<file path="config.mk">
export PLATFORM = sky130hd
export DESIGN_NAME = button_click_classifier_unit
export DESIGN_NICKNAME = d
export VERILOG_FILES = /design/src/rtl/bcc_pkg.sv /design/src/rtl/button_click_classifier_unit.sv /design/src/rtl/bcc_core.sv
export SDC_FILE = /design/constraint.sdc
export NUM_CORES = 1
export LEC_CHECK = 0
export BUFFER_PORTS_ARGS = -buffer_cell sky130_fd_sc_hd__buf_2
export CAP_MARGIN = 20
export CORE_ASPECT_RATIO = 1.25
export CORE_MARGIN = 8
export CORE_UTILIZATION = 45
export DETAILED_ROUTE_END_ITERATION = 7
export PLACE_DENSITY_LB_ADDON = 0.3
export SETUP_SLACK_MARGIN = 0.2
export SLEW_MARGIN = 20
export SYNTH_ARGS = -nofsm -noshare
export SYNTH_HDL_FRONTEND = slang
export SYNTH_SLANG_ARGS = --single-unit
</file>
<file path="constraint.sdc">
create_clock -name i_clk -period 2.8 [get_ports i_clk]
set_input_delay 0.14 -clock i_clk [delete_from_list [all_inputs] [get_ports i_clk]]
set_output_delay 0.14 -clock i_clk [all_outputs]
set_load 0.02 [all_outputs]
</file>
<file path="src/rtl/bcc_pkg.sv">
`timescale 1ns / 1ps

package bcc_pkg;

    // Gesture codes carried on the result stream.
    typedef enum logic [1:0] {
        KIND_SHORT  = 2'd0,
        KIND_DOUBLE = 2'd1,
        KIND_TRIPLE = 2'd2,
        KIND_LONG   = 2'd3
    } t_kind;

    // Register indexes on the configuration write channel.
    localparam logic [1:0] CFG_SETTLE_COUNT = 2'd0;
    localparam logic [1:0] CFG_GAP_TICKS    = 2'd1;
    localparam logic [1:0] CFG_LONG_TICKS   = 2'd2;

    localparam int CFG_INDEX_BITS = 2;
    localparam int CFG_DATA_BITS  = 16;

    localparam logic [7:0]  SETTLE_COUNT_RESET = 8'd3;
    localparam logic [15:0] GAP_TICKS_RESET    = 16'd20;
    localparam logic [15:0] LONG_TICKS_RESET   = 16'd200;

    typedef struct packed {
        logic [7:0]  settle_count;
        logic [15:0] gap_ticks;
        logic [15:0] long_ticks;
    } t_cfg;

endpackage

</file>
<file path="src/rtl/button_click_classifier_unit.sv">
`timescale 1ns / 1ps

// Debounced button with click classification. Each input request is one scan
// tick carrying the raw level and an edge flag; a result request carries the
// recognized gesture (short, double, triple or long click) when a click
// sequence ends. One tick is taken every clock cycle unless stalled: a tick is
// held in the input register and updates the debounce and click state as it
// moves on, while the result register holds a finished gesture for the output
// side. A result is registered before it is presented. Throughput is set by the
// output register: the input stalls only when a result is waiting and the
// output side is not taking it. Configuration writes are taken every cycle and
// are meant to be made while the block is idle.
module button_click_classifier_unit
    import bcc_pkg::*;
#(
    parameter int TIMER_BITS  = 16,
    parameter int SETTLE_BITS = 8
) (
    input  logic                      i_clk,
    input  logic                      i_rst_n,
    input  logic                      s_axis_tvalid,
    output logic                      s_axis_tready,
    input  logic [7:0]                s_axis_tdata,   // [0] raw_pressed, [1] edge_seen
    output logic                      m_axis_tvalid,
    input  logic                      m_axis_tready,
    output logic [7:0]                m_axis_tdata,   // [1:0] click_kind
    input  logic                      i_cfg_valid,
    output logic                      o_cfg_ready,
    input  logic [CFG_INDEX_BITS-1:0] i_cfg_index,
    input  logic [CFG_DATA_BITS-1:0]  i_cfg_data
);

    t_cfg  r_cfg;
    logic  r_in_valid;
    logic  r_in_raw;
    logic  r_in_edge;
    logic  r_out_valid;
    t_kind r_out_kind;

    logic  fire;
    logic  res_valid;
    t_kind res_kind;

    // The held tick is processed once the result register can take its outcome.
    assign fire          = r_in_valid && (!r_out_valid || m_axis_tready);
    assign s_axis_tready = !r_in_valid || fire;
    assign o_cfg_ready   = 1'b1;
    assign m_axis_tvalid = r_out_valid;
    assign m_axis_tdata  = {6'd0, r_out_kind};

    always_ff @(posedge i_clk) begin
        if (!i_rst_n) begin
            r_cfg.settle_count <= SETTLE_COUNT_RESET;
            r_cfg.gap_ticks    <= GAP_TICKS_RESET;
            r_cfg.long_ticks   <= LONG_TICKS_RESET;
        end else if (i_cfg_valid) begin
            unique case (i_cfg_index)
                CFG_SETTLE_COUNT: r_cfg.settle_count <= i_cfg_data[7:0];
                CFG_GAP_TICKS:    r_cfg.gap_ticks    <= i_cfg_data;
                CFG_LONG_TICKS:   r_cfg.long_ticks   <= i_cfg_data;
                default:          ;
            endcase
        end
    end

    always_ff @(posedge i_clk) begin
        if (!i_rst_n) begin
            r_in_valid <= 1'b0;
        end else if (s_axis_tready) begin
            r_in_valid <= s_axis_tvalid;
        end
    end

    always_ff @(posedge i_clk) begin
        if (s_axis_tvalid && s_axis_tready) begin
            r_in_raw  <= s_axis_tdata[0];
            r_in_edge <= s_axis_tdata[1];
        end
    end

    always_ff @(posedge i_clk) begin
        if (!i_rst_n) begin
            r_out_valid <= 1'b0;
        end else if (fire) begin
            r_out_valid <= res_valid;
        end else if (m_axis_tready) begin
            r_out_valid <= 1'b0;
        end
    end

    always_ff @(posedge i_clk) begin
        if (fire && res_valid) begin
            r_out_kind <= res_kind;
        end
    end

    bcc_core #(
        .TIMER_BITS  (TIMER_BITS),
        .SETTLE_BITS (SETTLE_BITS)
    ) u_core (
        .i_clk       (i_clk),
        .i_rst_n     (i_rst_n),
        .i_cfg       (r_cfg),
        .i_step      (fire),
        .i_raw       (r_in_raw),
        .i_edge      (r_in_edge),
        .o_res_valid (res_valid),
        .o_res_kind  (res_kind)
    );

endmodule

</file>
<file path="src/rtl/bcc_core.sv">
`timescale 1ns / 1ps

module bcc_core
    import bcc_pkg::*;
#(
    parameter int TIMER_BITS  = 16,
    parameter int SETTLE_BITS = 8
) (
    input  logic  i_clk,
    input  logic  i_rst_n,
    input  t_cfg  i_cfg,
    input  logic  i_step,
    input  logic  i_raw,
    input  logic  i_edge,
    output logic  o_res_valid,
    output t_kind o_res_kind
);

    localparam int TW = (TIMER_BITS > 16) ? TIMER_BITS : 16;
    localparam int SW = (SETTLE_BITS > 8) ? SETTLE_BITS : 8;

    typedef enum logic [2:0] {
        PH_IDLE = 3'd0,
        PH_WR1  = 3'd1,
        PH_WP1  = 3'd2,
        PH_WR2  = 3'd3,
        PH_WP2  = 3'd4,
        PH_WI   = 3'd5
    } t_phase;

    t_phase                 r_phase,       n_phase;
    logic [1:0]             r_cand,        n_cand;
    logic                   r_stable,      n_stable;
    logic [SETTLE_BITS-1:0] r_settle,      n_settle;
    logic [TIMER_BITS-1:0]  r_wait,        n_wait;
    logic                   r_armed,       n_armed;
    logic                   r_pend_valid,  n_pend_valid;
    t_kind                  r_pend_kind,   n_pend_kind;

    logic [TW-1:0]          gap_ext, long_ext;
    logic [TIMER_BITS-1:0]  gap_sat, long_sat;
    logic [SW-1:0]          settle_ext;
    logic [SETTLE_BITS-1:0] settle_sat;
    logic [7:0]             settle_req;

    logic                   do_step, timeout;
    t_phase                 cur_ph, nxt_ph;
    logic                   k_valid;
    t_kind                  k_kind;

    // Registers wider than their counters saturate on load.
    always_comb begin
        gap_ext    = TW'(i_cfg.gap_ticks);
        long_ext   = TW'(i_cfg.long_ticks);
        gap_sat    = (gap_ext > TW'({TIMER_BITS{1'b1}})) ? {TIMER_BITS{1'b1}}
                                                         : gap_ext[TIMER_BITS-1:0];
        long_sat   = (long_ext > TW'({TIMER_BITS{1'b1}})) ? {TIMER_BITS{1'b1}}
                                                          : long_ext[TIMER_BITS-1:0];
        settle_req = (i_cfg.settle_count == 8'd0) ? 8'd1 : i_cfg.settle_count;
        settle_ext = SW'(settle_req);
        settle_sat = (settle_ext > SW'({SETTLE_BITS{1'b1}})) ? {SETTLE_BITS{1'b1}}
                                                             : settle_ext[SETTLE_BITS-1:0];
    end

    always_comb begin
        n_phase      = r_phase;
        n_cand       = r_cand;
        n_stable     = r_stable;
        n_settle     = r_settle;
        n_wait       = r_wait;
        n_armed      = r_armed;
        n_pend_valid = r_pend_valid;
        n_pend_kind  = r_pend_kind;
        do_step      = 1'b0;
        timeout      = 1'b0;
        o_res_valid  = 1'b0;
        o_res_kind   = r_pend_kind;

        if (r_armed && (r_wait != '0)) begin
            n_wait = r_wait - 1'b1;
        end

        // A flagged edge or a new raw level restarts the debounce count.
        if (i_edge || (r_cand != {1'b0, i_raw})) begin
            n_cand   = {1'b0, i_raw};
            n_settle = settle_sat;
        end else if (r_settle != '0) begin
            n_settle = r_settle - 1'b1;
            if ((n_settle == '0) && (r_stable != r_cand[0])) begin
                do_step  = 1'b1;
                n_stable = r_cand[0];
            end
        end else if (r_armed && (n_wait == '0)) begin
            do_step = 1'b1;
            timeout = 1'b1;
        end

        unique case (r_phase)
            PH_WR1:  cur_ph = PH_WR1;
            PH_WP1:  cur_ph = PH_WP1;
            PH_WR2:  cur_ph = PH_WR2;
            PH_WP2:  cur_ph = PH_WP2;
            PH_WI:   cur_ph = PH_WI;
            default: cur_ph = PH_IDLE;
        endcase

        k_valid = 1'b0;
        k_kind  = KIND_SHORT;
        unique case (cur_ph)
            PH_WR1: begin
                nxt_ph  = timeout ? PH_WI : PH_WP1;
                k_valid = timeout;
                k_kind  = KIND_LONG;
            end
            PH_WP1: begin
                nxt_ph  = timeout ? PH_IDLE : PH_WR2;
                k_valid = timeout;
                k_kind  = KIND_SHORT;
            end
            PH_WR2: begin
                nxt_ph  = timeout ? PH_WI : PH_WP2;
                k_valid = timeout;
                k_kind  = KIND_DOUBLE;
            end
            PH_WP2: begin
                nxt_ph  = timeout ? PH_IDLE : PH_WI;
                k_valid = 1'b1;
                k_kind  = timeout ? KIND_DOUBLE : KIND_TRIPLE;
            end
            PH_WI: begin
                nxt_ph  = timeout ? PH_WI : PH_IDLE;
            end
            default: begin
                nxt_ph  = timeout ? PH_IDLE : PH_WR1;
            end
        endcase

        if (do_step) begin
            if (k_valid) begin
                n_pend_valid = 1'b1;
                n_pend_kind  = k_kind;
            end
            n_phase = nxt_ph;
            if (nxt_ph == PH_WR1) begin
                n_wait  = long_sat;
                n_armed = (i_cfg.long_ticks != 16'd0);
            end else begin
                n_wait  = gap_sat;
                n_armed = 1'b1;
            end
            // Back in idle the gesture is reported and the timer is dropped.
            if (nxt_ph == PH_IDLE) begin
                n_wait       = '0;
                n_armed      = 1'b0;
                o_res_valid  = n_pend_valid;
                o_res_kind   = n_pend_kind;
                n_pend_valid = 1'b0;
            end
        end
    end

    always_ff @(posedge i_clk) begin
        if (!i_rst_n) begin
            r_phase      <= PH_IDLE;
            r_cand       <= 2'd2;
            r_stable     <= 1'b0;
            r_settle     <= '0;
            r_wait       <= '0;
            r_armed      <= 1'b0;
            r_pend_valid <= 1'b0;
            r_pend_kind  <= KIND_SHORT;
        end else if (i_step) begin
            r_phase      <= n_phase;
            r_cand       <= n_cand;
            r_stable     <= n_stable;
            r_settle     <= n_settle;
            r_wait       <= n_wait;
            r_armed      <= n_armed;
            r_pend_valid <= n_pend_valid;
            r_pend_kind  <= n_pend_kind;
        end
    end

endmodule

</file>
# After elaboration in Yosys (flattened, before gate mapping)

Index checks and enable logic that the tools add are counted.

Bits in registers: 80
Bits of input ports: 31
Output and inout port bits: 11
Word-level logic and storage cells: 104

$add $sub $neg: 2
Order comparisons: 3
Eq/ne operators: 15
Mux-type cells: 38
Bitwise gates (word level): 1
Reductions and logical operators: 29

Operators by type and width:

| kind                                                                 | number |
|---|---|
| 16-bit two-way mux                                                   | 6 |
| 16-bit greater-than comparator, second input constant                | 2 |
| 8-bit two-way mux                                                    | 4 |
| 16-bit nonzero test                                                  | 2 |
| 3-bit one-hot mux with 5 select lines                                | 2 |
| 16-bit zero test                                                     | 1 |
| 8-bit zero test                                                      | 2 |
| 1-bit two-way mux                                                    | 16 |
| 16-bit by 1-bit subtractor with 16-bit output, second input constant | 1 |
| 3-bit by 2-bit == test with 1-bit output, second input constant      | 4 |
| 3-bit == test, second input constant                                 | 4 |
| 2-bit AND reduction                                                  | 6 |
| 2-bit two-way mux                                                    | 5 |
| 3-bit by 1-bit == test with 1-bit output, second input constant      | 3 |
| 3-bit two-way mux                                                    | 3 |
| 8-bit greater-than comparator, second input constant                 | 1 |
| 8-bit nonzero test                                                   | 1 |
| 8-bit by 1-bit subtractor with 8-bit output, second input constant   | 1 |
| 1-bit logical AND                                                    | 6 |
| 2-bit one-hot mux with 3 select lines                                | 1 |
| 4-bit AND reduction                                                  | 1 |
| 2-bit nonzero test                                                   | 2 |
| 3-bit zero test                                                      | 1 |
| 1-bit logical OR                                                     | 3 |
| 9 further kinds                                                      | 10 |

# Longest topological paths before layout

Depth in word-level cells: 14
Mapped depth: 13
Mapped depth without buffers: 11

# By module

Synthesis repeated with hierarchy kept, for this count alone.

Cells, all modules: 602
Area, all modules: 5052.3 sq um

By module, submodules not included:

| module                       | instances | cells each | area an instance (sq um) | sequential area each (sq um) |
|---|---|---|---|---|
| bcc_core                     | 1         | 417        | 3145.5                   | 680.7 |
| button_click_classifier_unit | 1         | 185        | 1906.8                   | 960.9 |

# Worst setup path before layout

OpenSTA, ideal clock, no wires.

Path kind: reg2reg
Start: register u_core.r_wait[0]
End: register u_core.r_wait[10]
Setup time: 0.131 ns
Data arrival time: 2.727 ns
Data required time: 2.669 ns
Setup slack: -0.058 ns
Cell stages (with the launch flop): 13
Path buffers: 1
Period minus slack after synthesis: 2.858 ns
Cell sequence: dfxtp_1 inv_1 ha_1 nor3b_1 nand4_1 nand2_1 mux2i_1 nand4_4 o21a_1 buf_6 mux2_1 a2bb2oi_1 a21oi_1

Longest elaborated chain between the ends: 14
Elaborated cells on any way between the ends: 23
Classes of those cells: 1 x add/sub; 1 x eq/ne; 16 x mux; 5 x reduce/logical

Ends and longest elaborated chain:

| what                                                                                  | line            | RTL |
|---|---|---|
| from (decl)                                                                           | bcc_core.sv:35  | `logic [TIMER_BITS-1:0] r_wait, n_wait;` |
| from (signal assigned)                                                                | bcc_core.sv:177 | `r_wait <= n_wait;` |
| branches (longest 2 deep; another with 16-bit by 1-bit subtractor with 16-bit output) | -               |  |
| 16-bit two-way mux *                                                                  | bcc_core.sv:79  | `if (r_armed && (r_wait != '0)) begin` |
| 16-bit zero test                                                                      | bcc_core.sv:93  | `end else if (r_armed && (n_wait == '0)) begin` |
| 1-bit logical AND                                                                     | bcc_core.sv:93  |  |
| 1-bit two-way mux                                                                     | bcc_core.sv:93  |  |
| 1-bit two-way mux                                                                     | bcc_core.sv:87  | `end else if (r_settle != '0) begin` |
| 1-bit two-way mux                                                                     | bcc_core.sv:84  | `if (i_edge \|\| (r_cand != {1'b0, i_raw})) begin` |
| 1-bit two-way mux, or another cell as far along                                       | bcc_core.sv:134 | `nxt_ph = timeout ? PH_IDLE : PH_WR1;` |
| 3-bit one-hot mux with 5 select lines                                                 | bcc_core.sv:109 | `unique case (cur_ph)` |
| 3-bit by 1-bit == test with 1-bit output                                              | bcc_core.sv:144 | `if (nxt_ph == PH_WR1) begin` |
| 16-bit two-way mux                                                                    | bcc_core.sv:144 |  |
| 16-bit two-way mux                                                                    | bcc_core.sv:152 | `if (nxt_ph == PH_IDLE) begin` |
| 16-bit two-way mux *                                                                  | bcc_core.sv:138 | `if (do_step) begin` |

Mark *: on every way between the ends.
A chain may end at the register's enable or synchronous reset.

# Worst setup path in the final report

Start: register u_core.r_wait[1]
End: register u_core.r_wait[3]

The elaborated chain is that of the path after synthesis.

==> flow_metrics.tcl <==
set metrics [dict create \
    remaining_drc_errors 0 \
    synth.lib_cells_used.distinct 76 \
    clock_path_buffers 2 \
    core_region_area_mm2 0.01005 \
    die_height_um 129.4 \
    critical-path-slowest-cell "sky130_fd_sc_hd__a211oi_4" \
    whs_ns 0.04550 \
    post-route-min-period_ns 2.862 \
    antenna_found_initial 0 \
    worst_clock_skew_ns 0.01019 \
    finalHoldViolations 0 \
    post-synth-top-area-fraction_pct 32.84 \
    drtIter0Drc 304 \
    skew_pair_late_insertion_delay_ns 0.35 \
    timing.max_cap.violations 0 \
    worstSetupEndpointType "flop" \
    route.vias.total 4687 \
    final_min_period_over_clock_period_pct 102.2 \
    synth_cells 584 \
    yosys_most_used_dff "sky130_fd_sc_hd__dfxtp_1" \
    tritoncts_clock_tree "built" \
    rows 41 \
    io_buffer_count 28 \
    die_width_um 106.8 \
    nets 713 \
    netlist_area_mm2 0.004633 \
    final_max_tran_viols 0 \
    synth-edff-count 4 \
    die-area_mm2 0.01382 \
    max_clock_freq_mhz 349.4 \
    numCtsBuffers 9 \
    status "finished with violations" \
    worst_r2r_path_depth 13 \
    layout-drive-gt1-share_pct 28.95 \
    area.growth.synth_to_final_pct 31.33 \
    power.ir.vdd_worst_mv 0.5271 \
    first_global_vias 4671 \
    route.detailed.wl_per_inst_um 17.44 \
    dr.pass1.iters 5 \
    post_dr_vias_cell 5.765 \
    grt_setup_unrepaired "true" \
    cellPowerDensity_mw_per_mm2 471.9 \
    timing.final.setup_violations 16 \
    grt_max_degree 46 \
    slew_limit_headroom_pct 47.85 \
    synth_warnings 0 \
    cp.required_ns 3.07 \
    clkSlewWorstSetupHoldPaths_ns 0.07 \
    drt.antenna.violating_nets 0 \
    netlist.top_cell.by_area "sky130_fd_sc_hd__dfxtp_1" \
    critical_path.cell_chain "inv_1, ha_4, and4bb_2, a31oi_2, buf_4, a21oi_1, and4_4, nand4_1, mux2i_2, a211oi_4, buf_6, a21oi_2, o22ai_1" \
    globalRouteTotalUtil_pct 20.43 \
    critical-path-max-stage-delay_ns 0.35 \
    criticalPathCategory "flop to flop" \
    num-fill-cells 886 \
    antenna_cells 0 \
    netlist_top_cells_area "sky130_fd_sc_hd__dfxtp_1 33%, sky130_fd_sc_hd__nand2_1 8.6%, sky130_fd_sc_hd__a21boi_0 5.3%, sky130_fd_sc_hd__o21ai_0 4.6%, sky130_fd_sc_hd__mux2i_1 4.5%" \
    finalWirelength_mm 14.18 \
    synth_async_reset_ratio_pct 0 \
    clk_root_buffer_cell "sky130_fd_sc_hd__clkbuf_16" \
    final_core_utilization_pct 60.52 \
    synth_top_cells_by_count "106 x sky130_fd_sc_hd__nand2_1, 76 x sky130_fd_sc_hd__dfxtp_1, 43 x sky130_fd_sc_hd__o21ai_0" \
    critPathLaunchType "flop" \
    dp.final_hpwl_mm 9.915 \
    leakage_nw 2.374 \
    io-pin-count 42 \
    worst_slew_pin_slew_ns 0.7822 \
    synth_area_per_cell_um2 7.934 \
    timing.hold.worst_path_depth 3 \
    grt_first_pass_wirelength_mm 22.85 \
    tritoncts_num_sinks 80 \
    tns_ns -0.4742 \
    failed_checks "negative setup slack" \
    gr-total-overflow 0 \
    final.setup.worst_slack_ns -0.06175 \
    critical_path_peak_fanout 5 \
    ys_seq_elements 80 \
    seq_area_frac_synth_pct 35.43 \
    timing.hold.worst.class "input port to flop" \
    initial_cell_density_of_the_core_pct 46.08 \
    arrival_ns 3.13 \
    gp_congestion 0.9117 \
    most_numerous_cell_in_the_yosys_netlist "sky130_fd_sc_hd__nand2_1" \
    htree_levels 3 \
]
cell families after synthesis:
| group | Yosys count | synth area share (%) |
|---|---|---|
| DFF | 80 | 35.43 |
| muxes | 28 | 6.238 |
| AOI/OAI and AO/OA | 155 | 21.87 |
| buffers and inverters | 49 | 4.996 |
| other | 2 | 0.1621 |
| xor gates and xnor gates | 6 | 1.297 |
| adders and majority gates | 3 | 0.8102 |
| and+or+nand+nor | 261 | 29.19 |
layout make-up:
cell class	instances	area (um2)	share of cell area, %
Tap cell	129	161.4	2.653
Inverter	8	30.03	0.4935
Clock inverter	6	80.08	1.316
Multi-Input combinational cell	460	3008	49.43
Clock buffer	10	250.2	4.113
Timing Repair Buffer	120	905.9	14.89
Sequential cell	80	1649	27.10
power breakdown:
part	leakage, nW	internal, mW	switching [mW]	total (mW)
logic	1.56	0.163	0.189	0.352
clock network	0.160	0.768	0.541	1.31
registers	0.654	1.18	0.0293	1.21
sequential cells by signal, indices dropped and copies added (netlist names):
name / cells
u_core.r_cand: 2
u_core.r_stable: 1
u_core.r_pend_kind: 2
r_in_raw: 1
r_out_kind: 2
m_axis_tvalid: 1
u_core.r_phase: 3
r_in_valid: 1
u_core.r_settle: 8
r_cfg: 40
u_core.r_pend_valid: 1
u_core.r_armed: 1
u_core.r_wait: 16
r_in_edge: 1
final timing paths:
path	start	endpoint	slack, ns
hold / removal	i_cfg_data[0]	r_cfg[32]	0.05
hold reg to reg	r_cfg[16]	r_cfg[16]	0.46
setup reg to reg	u_core.r_wait[1]	u_core.r_wait[3]	-0.06
setup / recovery	u_core.r_wait[1]	u_core.r_wait[3]	-0.06
through the flow:
stage          worst slack, ns  area (um2)  power (mW)  instances
2_1_floorplan           0.1272        4707       1.419        589
3_3_place_gp           -0.1606        5395       1.543        780
3_5_place_dp           -0.2504        5395       1.550        780
4_1_cts                0.03164        5882       2.854        806
5_1_grt                -0.1672        6085       2.959        813
6_report              -0.06175        6085       2.871        813
layer usage:
metal,vias up,routed length [um],GRT usage (%)
met5,-,0,0
met4,0,404,11.04
met3,27,616,2.981
met2,133,7263,35.51
met1,2254,5898,23.63
li1,2273,-,-
worst max-delay path, delay by kind of cell (launching register included):
family	cells	cell delay, ns
compound gates	5	0.87
simple gates	3	0.76
buf+inv	3	0.43
flops	1	0.33
mux	1	0.23
fa+ha+maj	1	0.16
repair_timing:
action,in CTS,in global routing
resized for setup,23,32
setup buffers,7,6
gates cloned,1,1
hold buffers,2,0
setup endpoints to repair,28,28
pin swaps,10,20
endpoints found under the hold margin,2,0
layout by cell type (no fill, tap or decap), types with 4 or more instances in the layout:
cell,n
sky130_fd_sc_hd__nand2_1,103
sky130_fd_sc_hd__mux2i_2,4
sky130_fd_sc_hd__conb_1,7
sky130_fd_sc_hd__nor2_1,31
sky130_fd_sc_hd__edfxtp_1,4
sky130_fd_sc_hd__o21ai_1,9
sky130_fd_sc_hd__clkbuf_16,11
sky130_fd_sc_hd__nand4_1,7
sky130_fd_sc_hd__buf_6,8
sky130_fd_sc_hd__a21boi_0,33
sky130_fd_sc_hd__mux2i_1,15
sky130_fd_sc_hd__and2_1,5
sky130_fd_sc_hd__nand3_1,12
sky130_fd_sc_hd__dfxtp_1,70
sky130_fd_sc_hd__nor3_1,20
sky130_fd_sc_hd__o21ai_0,40
sky130_fd_sc_hd__dfxtp_2,6
sky130_fd_sc_hd__buf_4,78
sky130_fd_sc_hd__inv_1,7
sky130_fd_sc_hd__nor4_4,4
sky130_fd_sc_hd__mux2_2,4
sky130_fd_sc_hd__nor4_1,9
sky130_fd_sc_hd__a21oi_1,29
sky130_fd_sc_hd__buf_2,29
sky130_fd_sc_hd__or3_1,5
sky130_fd_sc_hd__nor2b_1,17
sky130_fd_sc_hd__nand2b_1,6
Note: power is estimated with default switching activity, not from simulation.
